==> src/design/slt_pkg.sv <==
// Shared types and constants for the shot latency tracker.
// Used by the controller, the datapath and the top level.
package slt_pkg;

    // Ring depth default and register reset values
    localparam int          RING_DEPTH_DEF = 8;
    localparam logic [15:0] TIMEOUT_RST    = 16'd500;
    localparam logic [15:0] THRESH_RST     = 16'd0;

    // Config port
    localparam int         CFG_IDX_W   = 1;
    localparam logic [0:0] CFG_TIMEOUT = 1'b0;
    localparam logic [0:0] CFG_THRESH  = 1'b1;

    // Request modes
    localparam logic [1:0] MODE_FIRE  = 2'd0;
    localparam logic [1:0] MODE_CHECK = 2'd1;
    localparam logic [1:0] MODE_CLEAR = 2'd2;

    typedef enum logic [2:0] {
        S_IDLE,
        S_DISPATCH,
        S_TEST,
        S_WAIT,
        S_EMIT
    } t_state;

    // Controller to datapath
    typedef struct packed {
        logic capture;
        logic do_fire;
        logic do_clear;
        logic pop_timeout;
        logic eval;
        logic emit;
    } t_slt_cmd;

    // Datapath to controller
    typedef struct packed {
        logic [1:0] mode;
        logic       count_zero;
        logic       age_over;
        logic       slot_free;
    } t_slt_stat;

endpackage

==> src/design/slt_ctrl.sv <==
// Controller state machine for the shot latency tracker.
// Depends on slt_pkg; drives commands into slt_dp.
module slt_ctrl (
    input  logic               i_clk,
    input  logic               i_rst_n,
    input  logic               i_in_valid,
    output logic               o_in_stall,
    input  slt_pkg::t_slt_stat i_stat,
    output slt_pkg::t_slt_cmd  o_cmd
);
    import slt_pkg::*;

    t_state r_state;
    t_state n_state;

    // State register
    always_ff @(posedge i_clk) begin
        if (!i_rst_n) begin
            r_state <= S_IDLE;
        end else begin
            r_state <= n_state;
        end
    end

    // Next state and commands
    always_comb begin
        n_state    = r_state;
        o_cmd      = '0;
        o_in_stall = 1'b1;
        case (r_state)
            S_IDLE: begin
                o_in_stall = 1'b0;
                if (i_in_valid) begin
                    o_cmd.capture = 1'b1;
                    n_state       = S_DISPATCH;
                end
            end
            S_DISPATCH: begin
                case (i_stat.mode)
                    MODE_FIRE: begin
                        o_cmd.do_fire = 1'b1;
                        n_state       = S_EMIT;
                    end
                    MODE_CHECK: begin
                        n_state = S_TEST;
                    end
                    MODE_CLEAR: begin
                        o_cmd.do_clear = 1'b1;
                        n_state        = S_EMIT;
                    end
                    default: begin
                        n_state = S_EMIT;
                    end
                endcase
            end
            S_TEST: begin
                // drop stale head entries one at a time, then judge the speed
                if (!i_stat.count_zero && i_stat.age_over) begin
                    o_cmd.pop_timeout = 1'b1;
                    n_state           = S_WAIT;
                end else begin
                    o_cmd.eval = 1'b1;
                    n_state    = S_EMIT;
                end
            end
            S_WAIT: begin
                // new head stamp comes out of the ring read register
                n_state = S_TEST;
            end
            S_EMIT: begin
                if (i_stat.slot_free) begin
                    o_cmd.emit = 1'b1;
                    n_state    = S_IDLE;
                end
            end
            default: begin
                n_state = S_IDLE;
            end
        endcase
    end

endmodule

==> src/design/slt_dp.sv <==
// Datapath of the shot latency tracker: stamp ring, counters, config and
// the output register. Depends on slt_pkg; steered by slt_ctrl.
module slt_dp #(
    parameter int RING_DEPTH = slt_pkg::RING_DEPTH_DEF
) (
    input  logic                          i_clk,
    input  logic                          i_rst_n,
    input  logic [1:0]                    i_mode,
    input  logic [31:0]                   i_now_ms,
    input  logic [15:0]                   i_speed_code,
    input  logic                          i_cfg_valid,
    input  logic [slt_pkg::CFG_IDX_W-1:0] i_cfg_index,
    input  logic [15:0]                   i_cfg_data,
    input  logic                          i_out_stall,
    input  slt_pkg::t_slt_cmd             i_cmd,
    output slt_pkg::t_slt_stat            o_stat,
    output logic                          o_out_valid,
    output logic                          o_delay_valid,
    output logic [15:0]                   o_delay_ms,
    output logic [3:0]                    o_pending_count,
    output logic [31:0]                   o_fire_count,
    output logic [31:0]                   o_update_count,
    output logic [31:0]                   o_overflow_count,
    output logic [31:0]                   o_timeout_count
);
    import slt_pkg::*;

    localparam int IDX_W = $clog2(RING_DEPTH);
    localparam int CNT_W = $clog2(RING_DEPTH + 1);
    localparam logic [IDX_W-1:0] LAST_IDX = IDX_W'(RING_DEPTH - 1);
    localparam logic [CNT_W-1:0] FULL_CNT = CNT_W'(RING_DEPTH);

    // Captured request
    logic [1:0]  r_mode;
    logic [31:0] r_now;
    logic [15:0] r_speed;

    // Config registers
    logic [15:0] r_timeout;
    logic [15:0] r_thresh;

    // Ring and its pointers
    logic [31:0]      r_ring [RING_DEPTH];
    logic [31:0]      r_rd_data;
    logic [IDX_W-1:0] r_head;
    logic [IDX_W-1:0] r_tail;
    logic [CNT_W-1:0] r_count;

    // Tracker state
    logic [15:0] r_ref;
    logic [31:0] r_fires;
    logic [31:0] r_upd;
    logic [31:0] r_ovf;
    logic [31:0] r_tmo;
    logic        r_dvalid;
    logic [15:0] r_delay;

    // Output register
    logic        r_out_valid;
    logic        r_o_dvalid;
    logic [15:0] r_o_delay;
    logic [3:0]  r_o_pending;
    logic [31:0] r_o_fires;
    logic [31:0] r_o_upd;
    logic [31:0] r_o_ovf;
    logic [31:0] r_o_tmo;

    logic [IDX_W-1:0] n_head;
    logic [IDX_W-1:0] n_tail;
    logic [31:0]      age;
    logic [15:0]      diff;
    logic             count_zero;
    logic             full;
    logic             diff_over;
    logic [CNT_W+3:0] count_ext;

    // Combinational helpers
    always_comb begin
        n_head     = (r_head == LAST_IDX) ? '0 : r_head + 1'b1;
        n_tail     = (r_tail == LAST_IDX) ? '0 : r_tail + 1'b1;
        age        = r_now - r_rd_data;
        diff       = (r_speed > r_ref) ? (r_speed - r_ref) : (r_ref - r_speed);
        count_zero = (r_count == '0);
        full       = (r_count == FULL_CNT);
        diff_over  = (diff > r_thresh);
        count_ext  = {4'b0000, r_count};
    end

    assign o_stat.mode       = r_mode;
    assign o_stat.count_zero = count_zero;
    assign o_stat.age_over   = (age > {16'h0000, r_timeout});
    assign o_stat.slot_free  = !r_out_valid || !i_out_stall;

    // Request capture
    always_ff @(posedge i_clk) begin
        if (i_cmd.capture) begin
            r_mode  <= i_mode;
            r_now   <= i_now_ms;
            r_speed <= i_speed_code;
        end
    end

    // Ring write at the tail, registered read at the head
    always_ff @(posedge i_clk) begin
        if (i_cmd.do_fire) begin
            r_ring[r_tail] <= r_now;
        end
        r_rd_data <= r_ring[r_head];
    end

    // Config writes
    always_ff @(posedge i_clk) begin
        if (!i_rst_n) begin
            r_timeout <= TIMEOUT_RST;
            r_thresh  <= THRESH_RST;
        end else if (i_cfg_valid) begin
            case (i_cfg_index)
                CFG_TIMEOUT: r_timeout <= i_cfg_data;
                CFG_THRESH:  r_thresh  <= i_cfg_data;
                default:     r_thresh  <= r_thresh;
            endcase
        end
    end

    // Ring pointers, reference speed and counters
    always_ff @(posedge i_clk) begin
        if (!i_rst_n) begin
            r_head   <= '0;
            r_tail   <= '0;
            r_count  <= '0;
            r_ref    <= '0;
            r_fires  <= '0;
            r_upd    <= '0;
            r_ovf    <= '0;
            r_tmo    <= '0;
            r_dvalid <= 1'b0;
            r_delay  <= '0;
        end else begin
            if (i_cmd.capture) begin
                r_dvalid <= 1'b0;
                r_delay  <= '0;
            end
            if (i_cmd.do_fire) begin
                if (count_zero) begin
                    r_ref <= r_speed;
                end
                // full ring: oldest entry gives way
                if (full) begin
                    r_head <= n_head;
                    r_ovf  <= r_ovf + 32'd1;
                end else begin
                    r_count <= r_count + 1'b1;
                end
                r_tail  <= n_tail;
                r_fires <= r_fires + 32'd1;
            end
            if (i_cmd.do_clear) begin
                r_head  <= '0;
                r_tail  <= '0;
                r_count <= '0;
                r_upd   <= '0;
                r_ovf   <= '0;
                r_tmo   <= '0;
                r_ref   <= r_speed;
            end
            if (i_cmd.pop_timeout) begin
                r_head  <= n_head;
                r_count <= r_count - 1'b1;
                r_tmo   <= r_tmo + 32'd1;
            end
            // speed change: measure against the oldest pending fire
            if (i_cmd.eval && diff_over) begin
                r_ref <= r_speed;
                if (!count_zero) begin
                    r_delay  <= age[15:0];
                    r_dvalid <= 1'b1;
                    r_upd    <= r_upd + 32'd1;
                    r_head   <= n_head;
                    r_count  <= r_count - 1'b1;
                end
            end
        end
    end

    // Output valid
    always_ff @(posedge i_clk) begin
        if (!i_rst_n) begin
            r_out_valid <= 1'b0;
        end else if (i_cmd.emit) begin
            r_out_valid <= 1'b1;
        end else if (!i_out_stall) begin
            r_out_valid <= 1'b0;
        end
    end

    // Output payload
    always_ff @(posedge i_clk) begin
        if (i_cmd.emit) begin
            r_o_dvalid  <= r_dvalid;
            r_o_delay   <= r_delay;
            r_o_pending <= count_ext[3:0];
            r_o_fires   <= r_fires;
            r_o_upd     <= r_upd;
            r_o_ovf     <= r_ovf;
            r_o_tmo     <= r_tmo;
        end
    end

    assign o_out_valid      = r_out_valid;
    assign o_delay_valid    = r_o_dvalid;
    assign o_delay_ms       = r_o_delay;
    assign o_pending_count  = r_o_pending;
    assign o_fire_count     = r_o_fires;
    assign o_update_count   = r_o_upd;
    assign o_overflow_count = r_o_ovf;
    assign o_timeout_count  = r_o_tmo;

endmodule

==> src/design/shot_latency_tracker_top.sv <==
// Top level of the shot latency tracker: controller plus datapath.
// Depends on slt_pkg, slt_ctrl and slt_dp.
//
//   channel | direction | handshake              | payload
//   --------+-----------+------------------------+---------------------------------
//   in      | in        | i_in_valid/o_in_stall  | i_mode, i_now_ms, i_speed_code
//   out     | out       | o_out_valid/i_out_stall| o_delay_valid ... o_timeout_count
//   cfg     | in        | i_cfg_valid/o_cfg_ready| i_cfg_index, i_cfg_data
//
// One request at a time. Fire, clear and unused modes go from dispatch to
// emit; a check goes through the test state, with a wait state for each
// timed-out entry dropped, for the registered ring read at the head pointer.
// Reset is synchronous and active low; no clearing pass is needed.
// A stalled result is held in the output register while the next
// request is accepted; its processing then waits on that register.
module shot_latency_tracker_top #(
    parameter int RING_DEPTH = slt_pkg::RING_DEPTH_DEF
) (
    input  logic                          i_clk,
    input  logic                          i_rst_n,
    input  logic                          i_in_valid,
    output logic                          o_in_stall,
    input  logic [1:0]                    i_mode,
    input  logic [31:0]                   i_now_ms,
    input  logic [15:0]                   i_speed_code,
    output logic                          o_out_valid,
    input  logic                          i_out_stall,
    output logic                          o_delay_valid,
    output logic [15:0]                   o_delay_ms,
    output logic [3:0]                    o_pending_count,
    output logic [31:0]                   o_fire_count,
    output logic [31:0]                   o_update_count,
    output logic [31:0]                   o_overflow_count,
    output logic [31:0]                   o_timeout_count,
    input  logic                          i_cfg_valid,
    output logic                          o_cfg_ready,
    input  logic [slt_pkg::CFG_IDX_W-1:0] i_cfg_index,
    input  logic [15:0]                   i_cfg_data
);
    import slt_pkg::*;

    t_slt_cmd  cmd;
    t_slt_stat stat;

    // Config writes are always accepted
    assign o_cfg_ready = 1'b1;

    slt_ctrl u_ctrl (
        .i_clk      (i_clk),
        .i_rst_n    (i_rst_n),
        .i_in_valid (i_in_valid),
        .o_in_stall (o_in_stall),
        .i_stat     (stat),
        .o_cmd      (cmd)
    );

    slt_dp #(
        .RING_DEPTH (RING_DEPTH)
    ) u_dp (
        .i_clk            (i_clk),
        .i_rst_n          (i_rst_n),
        .i_mode           (i_mode),
        .i_now_ms         (i_now_ms),
        .i_speed_code     (i_speed_code),
        .i_cfg_valid      (i_cfg_valid),
        .i_cfg_index      (i_cfg_index),
        .i_cfg_data       (i_cfg_data),
        .i_out_stall      (i_out_stall),
        .i_cmd            (cmd),
        .o_stat           (stat),
        .o_out_valid      (o_out_valid),
        .o_delay_valid    (o_delay_valid),
        .o_delay_ms       (o_delay_ms),
        .o_pending_count  (o_pending_count),
        .o_fire_count     (o_fire_count),
        .o_update_count   (o_update_count),
        .o_overflow_count (o_overflow_count),
        .o_timeout_count  (o_timeout_count)
    );

endmodule

==> config.mk <==
export PLATFORM = sky130hd
export DESIGN_NAME = shot_latency_tracker_top
export DESIGN_NICKNAME = d
export VERILOG_FILES = /design/src/design/slt_pkg.sv /design/src/design/slt_ctrl.sv /design/src/design/slt_dp.sv /design/src/design/shot_latency_tracker_top.sv
export SDC_FILE = /design/constraint.sdc
export NUM_CORES = 1
export LEC_CHECK = 0
export CORE_MARGIN = 5
export CORE_UTILIZATION = 49
export CTS_CLUSTER_DIAMETER = 40
export DETAILED_ROUTE_END_ITERATION = 7
export DONT_BUFFER_PORTS = 1
export PLACE_DENSITY_LB_ADDON = 0.25
export SLEW_MARGIN = 20
export SYNTH_ARGS = -nofsm -noshare
export SYNTH_HDL_FRONTEND = slang
export SYNTH_SLANG_ARGS = --single-unit
export TNS_END_PERCENT = 30
==> constraint.sdc <==
create_clock -name i_clk -period 15.4 [get_ports i_clk]
set_input_delay 1.54 -clock i_clk [delete_from_list [all_inputs] [get_ports i_clk]]
set_output_delay 1.54 -clock i_clk [all_outputs]
set_load 0.01 [all_outputs]
==> After elaboration in Yosys (flattened, before gate mapping) <==
Memory sizes are Yosys's and may differ from the RTL's. A register that Yosys moved wholly into a read port is not among the register bits.
Index checks and enable logic that the tools add are counted.
{ "op_classes": {"n_reduce_logical": 18, "bitwise": 2, "eq_ne": 12, "mux": 50, "addsub": 11, "n_lt_le_gt_ge": 3} }
{ "ops": {"columns": ["cell", "count"], "rows": [
  ["$mux W32", 5],
  ["$add A32 B1 Y32 const B", 4],
  ["$mux W16", 8],
  ["$mux W3", 12],
  ["$gt A16 B16 Y1", 2],
  ["$gt A32 B16 Y1", 1],
  ["$sub A16 B16 Y16", 2],
  ["$sub A32 B32 Y32", 1],
  ["$mux W4", 6],
  ["$mux W1", 16],
  ["$pmux W3 S5", 1],
  ["$reduce_and A2 Y1", 5],
  ["$eq A3 B3 Y1 const B", 3],
  ["$add A3 B1 Y3 const B", 2],
  ["$eq A3 B2 Y1 const B", 2],
  ["$reduce_bool A3 Y1", 2],
  ["$add A4 B1 Y4 const B", 1],
  ["$eq A4 B4 Y1 const B", 1],
  ["$logic_not A4 Y1", 1],
  ["$mux W2", 2],
  ["$ne A2 B2 Y1 const B", 2],
  ["$sub A4 B1 Y4 const B", 1],
  ["$eq A3 B1 Y1 const B", 1],
  ["$logic_not A1 Y1", 3],
  ["10 further kinds", 12]
]} }
{ "totals": {"out_inout_bits": 152, "regBits": 406, "elab_cells": 121, "input_bits": 72, "ramBits": 256, "mem_count": 1} }
{ "mem_list": {"columns": ["name", "depth", "width", "read_ports", "rd_ports_with_merged_regs", "write_ports", "line_no", "rtl"], "rows": [
  ["u_dp.r_ring", 8, 32, 1, 1, 1, "slt_dp.sv:43", "logic [31:0] r_ring [RING_DEPTH];"]
]} }

==> Longest topological paths before layout <==
{ "logic_depth": {"ltp_word": 8, "ltp_mapped": 29} }

==> By module <==
Synthesis repeated with hierarchy kept, for this count alone.
{ "unflattened": {"cells_unflattened": 2383, "area_unflattened_um2": 29838.6} }
{ "modules_own_cells": {"columns": ["module", "n_inst", "area_each_um2", "cells_each", "seq_area_each_um2"], "rows": [
  ["slt_dp", 1, 29610.9, 2358, 18387.6],
  ["slt_ctrl", 1, 216.5, 23, 60.1],
  ["shot_latency_tracker_top", 1, 11.3, 2, 0.0]
]} }

==> Least setup slack after synthesis <==
OpenSTA, ideal clock, no wires.
{ "synth_timing": {"path_kind": "input-to-reg", "startpoint": "input port i_out_stall", "endpoint": "register u_dp.r_o_delay[0] (netlist: u_dp.o_delay_ms[0]), enable pin", "slack_ns": 5.969, "path_stages": 1, "t_arrival_ns": 8.724, "cell_sequence": "a21oi_1"} }
{ "synth_between": {"elab_chain_cells": 4} }
{ "synth_rtl": {"columns": ["item", "line_no", "rtl"], "rows": [
  ["start, declared", "shot_latency_tracker_top.sv:27", "input logic i_out_stall,"],
  ["$logic_not A1 Y1", "slt_dp.sv:92", "assign o_stat.slot_free = !r_out_valid || !i_out_stall;"],
  ["$logic_or A1 B1 Y1", "slt_dp.sv:92", null],
  ["$mux W1", "slt_ctrl.sv:71", "if (i_stat.slot_free) begin"],
  ["$mux W1", "slt_ctrl.sv:30", "case (r_state)"],
  ["end signal, assigned", "slt_dp.sv:200", "r_o_delay <= r_delay;"],
  ["end, declared", "slt_dp.sv:61", "logic [15:0] r_o_delay;"]
]} }
Every way passes these cells.
A chain may end at the register's enable or synchronous reset.

==> Worst setup path after layout <==
{ "layout_timing": {"startpoint": "register u_dp.r_speed[0]", "endpoint": "register u_dp.r_upd[0]"} }
{ "layout_between": {"elab_chain_cells": 5} }
{ "layout_rtl": {"columns": ["item", "line_no", "rtl"], "rows": [
  ["start, declared", "slt_dp.sv:36", "logic [15:0] r_speed;"],
  ["start signal, assigned", "slt_dp.sv:99", "r_speed <= i_speed_code;"],
  ["$sub A16 B16 Y16 or $gt A16 B16 Y1 (tied branches)", "slt_dp.sv:82", "diff = (r_speed > r_ref) ? (r_speed - r_ref) : (r_ref - r_speed);"],
  ["$mux W16 *", "slt_dp.sv:82", null],
  ["$gt A16 B16 Y1 *", "slt_dp.sv:85", "diff_over = (diff > r_thresh);"],
  ["$logic_and A1 B1 Y1 *", "slt_dp.sv:172", "if (i_cmd.eval && diff_over) begin"],
  ["$mux W32 *", "slt_dp.sv:172", null],
  ["end signal, assigned", "slt_dp.sv:177", "r_upd <= r_upd + 32'd1;"],
  ["end, declared", "slt_dp.sv:52", "logic [31:0] r_upd;"]
]} }
Mark *: on every way between the ends. The rest lies on a longest branch, timed or not.

==> run summary <==
post-CTS sizing -> 0
Compound-Gate Fraction of Synth Area -> 0.09190
Post-Synth Adder-Cell Area -> 0.04560
metal1 wirelength -> 28.36 mm
EDFF count, synth -> 455
CP max FO -> 24
Port-buffer cells -> 0
initial antenna violation count -> 1
final net count -> 2557
unrepaired setup endpoints after global routing -> false
Required @ worst endpoint -> 15.97 ns
CTS tree -> built
met3 wire len -> 4.061 mm
row count -> 90
first-pass iteration count of the detailed router -> 5
f_max -> 148.8 MHz
Setup Buffers After CTS -> 0
XOR/XNOR Fraction of Synth Area -> 0.02523
total gr overflow -> 0
Top Ports -> 224
number of global-route vias before repair -> 18260
most frequent cells in the layout -> edfxtp_1 (455), nand2_1 (245), dfxtp_1 (237)
die area -> 0.06597 mm2
Chip Width -> 256.8 um
syn nets -> 2538
root buffer cell -> clkbuf_16
largest net degree at the start of global routing -> 113
Post-synth ARST share -> 0
area delta synth->final -> 13.52%
DRC -> 0
endpoints failing hold -> 0
Worst Setup End Kind -> register
Wirelength per Cell -> 20.40 um
Yosys reg bits -> 694
TNS Setup -> 0 ns
Syn Inst Count -> 2359
Die Y -> 256.8 um
Worst path slowest cell -> a221oi_1
Core ar. -> 0.06036 mm2
Data arrival, critical path -> 7.29 ns
Top FF cell, synth -> edfxtp_1
post-route ant nets -> 0
DR iter-0 viols -> 1160
via count -> 18560
hpwl dp -> 44.08 mm
Syn Std Cell Area -> 0.02986 mm2
GPL Wtd Cong -> 0.8777
crit path from -> u_dp.r_speed[0]$_DFFE_PP_
Final Max Slew Viols -> 0
cts hold-fix bufs -> 0
min Tclk post-route -> 6.720 ns
Period Utilization, post-route -> 0.4363
WL final -> 66.16 mm
outcome -> finished, final reports clean
first-pass GRT wire length -> 103.2 mm
skew final -> 0.03773 ns
sequential area share after synthesis -> 0.6179
power per cell area -> 131.6 mW/mm2
multiplexer area fraction after synthesis -> 0.07732
Least-Margin Pin Slew -> 1.026 ns
Initial Util -> 0.4947
Final Util -> 0.5615
slowest stage delay, CP -> 0.52 ns
largest family of logic cells by synthesized area -> simple AND/OR/NAND/NOR gates
Max Cap Violations -> 0
VDD IR-drop max -> 0.0001243 V
Fill cells -> 4845
final setup fails -> 0
Min-Delay Startpoint -> u_dp.r_dvalid$_SDFF_PN0_
H-tree depth -> 3
Post-Syn Area per Cell -> 12.66 um2
Slew HR -> 0.3138
Tot Pwr -> 4462 uW
layout cells sized above 1 -> 0.1333
LEAKAGE -> 0.01223 uW
Clock Sinks -> 694
startpoint types -> register
metal2 WL -> 31.68 mm
highest metal used -> met5
commonest non-fill, non-tap cell in the layout -> edfxtp_1
overall routing resource usage -> 0.1958
Critical R2R Launch -> u_dp.r_speed[0]$_DFFE_PP_
Reg clk slew, reported paths -> 0.05 ns
distinct cell type count after synthesis -> 82
CTS max path bufs -> 3
Synth Area in Simple Gates -> 0.1109
warning count from the yosys run -> 0
total CTS buffers -> 95
HP Class -> register to register
hold slack -> 0.4332 ns
kind of critical path -> register to register
vias per std cell -> 5.722
worst-skew pair later-pin latency -> 0.65 ns
==> registers in the layout (all words and copies together), names as in the netlist, 4 cells and up <==
signal                 cells
u_dp.r_upd                32
u_dp.r_timeout            16
u_dp.r_ovf                32
u_dp.r_count               4
u_dp.o_fire_count         32
u_dp.r_ref                16
u_dp.r_now                32
u_dp.r_tmo                32
u_dp.o_update_count       32
u_dp.r_thresh             16
u_dp.o_overflow_count     32
u_dp.o_delay_ms           16
u_dp.r_rd_data            32
u_dp.r_ring              256
u_dp.o_timeout_count      32
u_dp.o_pending_count       4
u_dp.r_speed              16
u_dp.r_fires              32
u_dp.r_delay              16
==> path summary, 6_finish.rpt <==
check                                 endpoint  slack [ns]  depth (start not counted)
setup / recovery      u_dp.r_upd[0]$_SDFF_PN0_        8.68                         26
setup reg to reg      u_dp.r_upd[0]$_SDFF_PN0_        8.68                         26
hold reg to reg   u_dp.o_delay_valid$_DFFE_PP_        0.43                          0
hold / removal    u_dp.o_delay_valid$_DFFE_PP_        0.43                          0
==> where the power goes <==
part,switching (uW),leakage [uW],total (uW),internal (uW)
Sequential,31.1,0.00621,2040,2010
Clock,879,0.00157,2170,1290
Combinational,157,0.00444,252,94.5
Total,1070,0.0122,4460,3390
==> area by class of cell <==
class / instances / area (um2) / area share
Antenna cell: 1 / 2.502 / 0.00007383
Clock buffer: 108 / 2477 / 0.07310
Clock inverter: 71 / 775.7 / 0.02289
Inverter: 129 / 484.2 / 0.01429
Multi-Input combinational cell: 1435 / 10550 / 0.3112
Sequential cell: 694 / 18450 / 0.5444
Tap cell: 782 / 978.4 / 0.02887
Timing Repair Buffer: 23 / 172.7 / 0.005095
==> cell usage after synthesis (15+ instances only) <==
master    count  share of area
edfxtp_1    455           0.46
nand2_1     246          0.031
dfxtp_1     239           0.16
a21oi_1     148          0.025
inv_1       128          0.016
nor2_1      113          0.014
ha_1        104          0.044
nand3_1      69          0.012
clkbuf_1     64         0.0080
mux4_2       64          0.048
o21ai_0      59         0.0099
nand4_1      53          0.011
xor2_1       51          0.015
mux2i_1      45          0.015
and3_1       40         0.0084
mux2_2       37          0.014
o211ai_1     37         0.0093
xnor2_1      35          0.010
a21o_1       33         0.0083
nor3_1       28         0.0047
nand2b_1     23         0.0048
or3_1        21         0.0044
a21boi_0     19         0.0048
a31oi_1      19         0.0040
buf_2        15         0.0025
o21bai_1     15         0.0038
==> metal layers <==
layer | vias to the layer above | global-route usage
met5 | - | 0
met4 | 2 | 0.06949
met3 | 121 | 0.04703
met2 | 519 | 0.3183
met1 | 9077 | 0.2592
li1 | 8836 | -
==> per-stage QoR <==
| stage | area, um2 | cells | setup WS, ns |
|---|---|---|---|
| global route | 33890 | 3242 | 8.108 |
| floorplan | 29860 | 2359 | 5.969 |
| CTS | 33890 | 3242 | 8.644 |
| finish | 33890 | 3243 | 8.680 |
| detailed placement | 30630 | 3063 | 8.700 |
| global placement | 30630 | 3063 | 8.884 |
==> kinds of logic (layout without fill, tap and decap cells) <==
| kind of cell | Yosys count | in the layout |
|---|---|---|
| AOI/OAI and AO/OA | 424 | 424 |
| xor gates and xnor gates | 86 | 86 |
| adders and majority gates | 107 | 107 |
| buffers and inverters | 230 | 331 |
| DFF | 694 | 694 |
| muxes | 146 | 146 |
| other | 1 | 2 |
| and+or+nand+nor | 671 | 671 |
==> worst max-delay path, delay by kind of cell (launching register included) <==
kind                     cells  cell delay [ns]
AO/OA/AOI/OAI               11             2.39
AND/OR/NAND/NOR              6             1.63
adder cells (fa/ha/maj)      3             0.87
multiplexers                 2             0.72
buffers and inverters        3             0.45
flip-flops                   1             0.42
XOR/XNOR                     1             0.15
(Power assumes the default switching activity.)
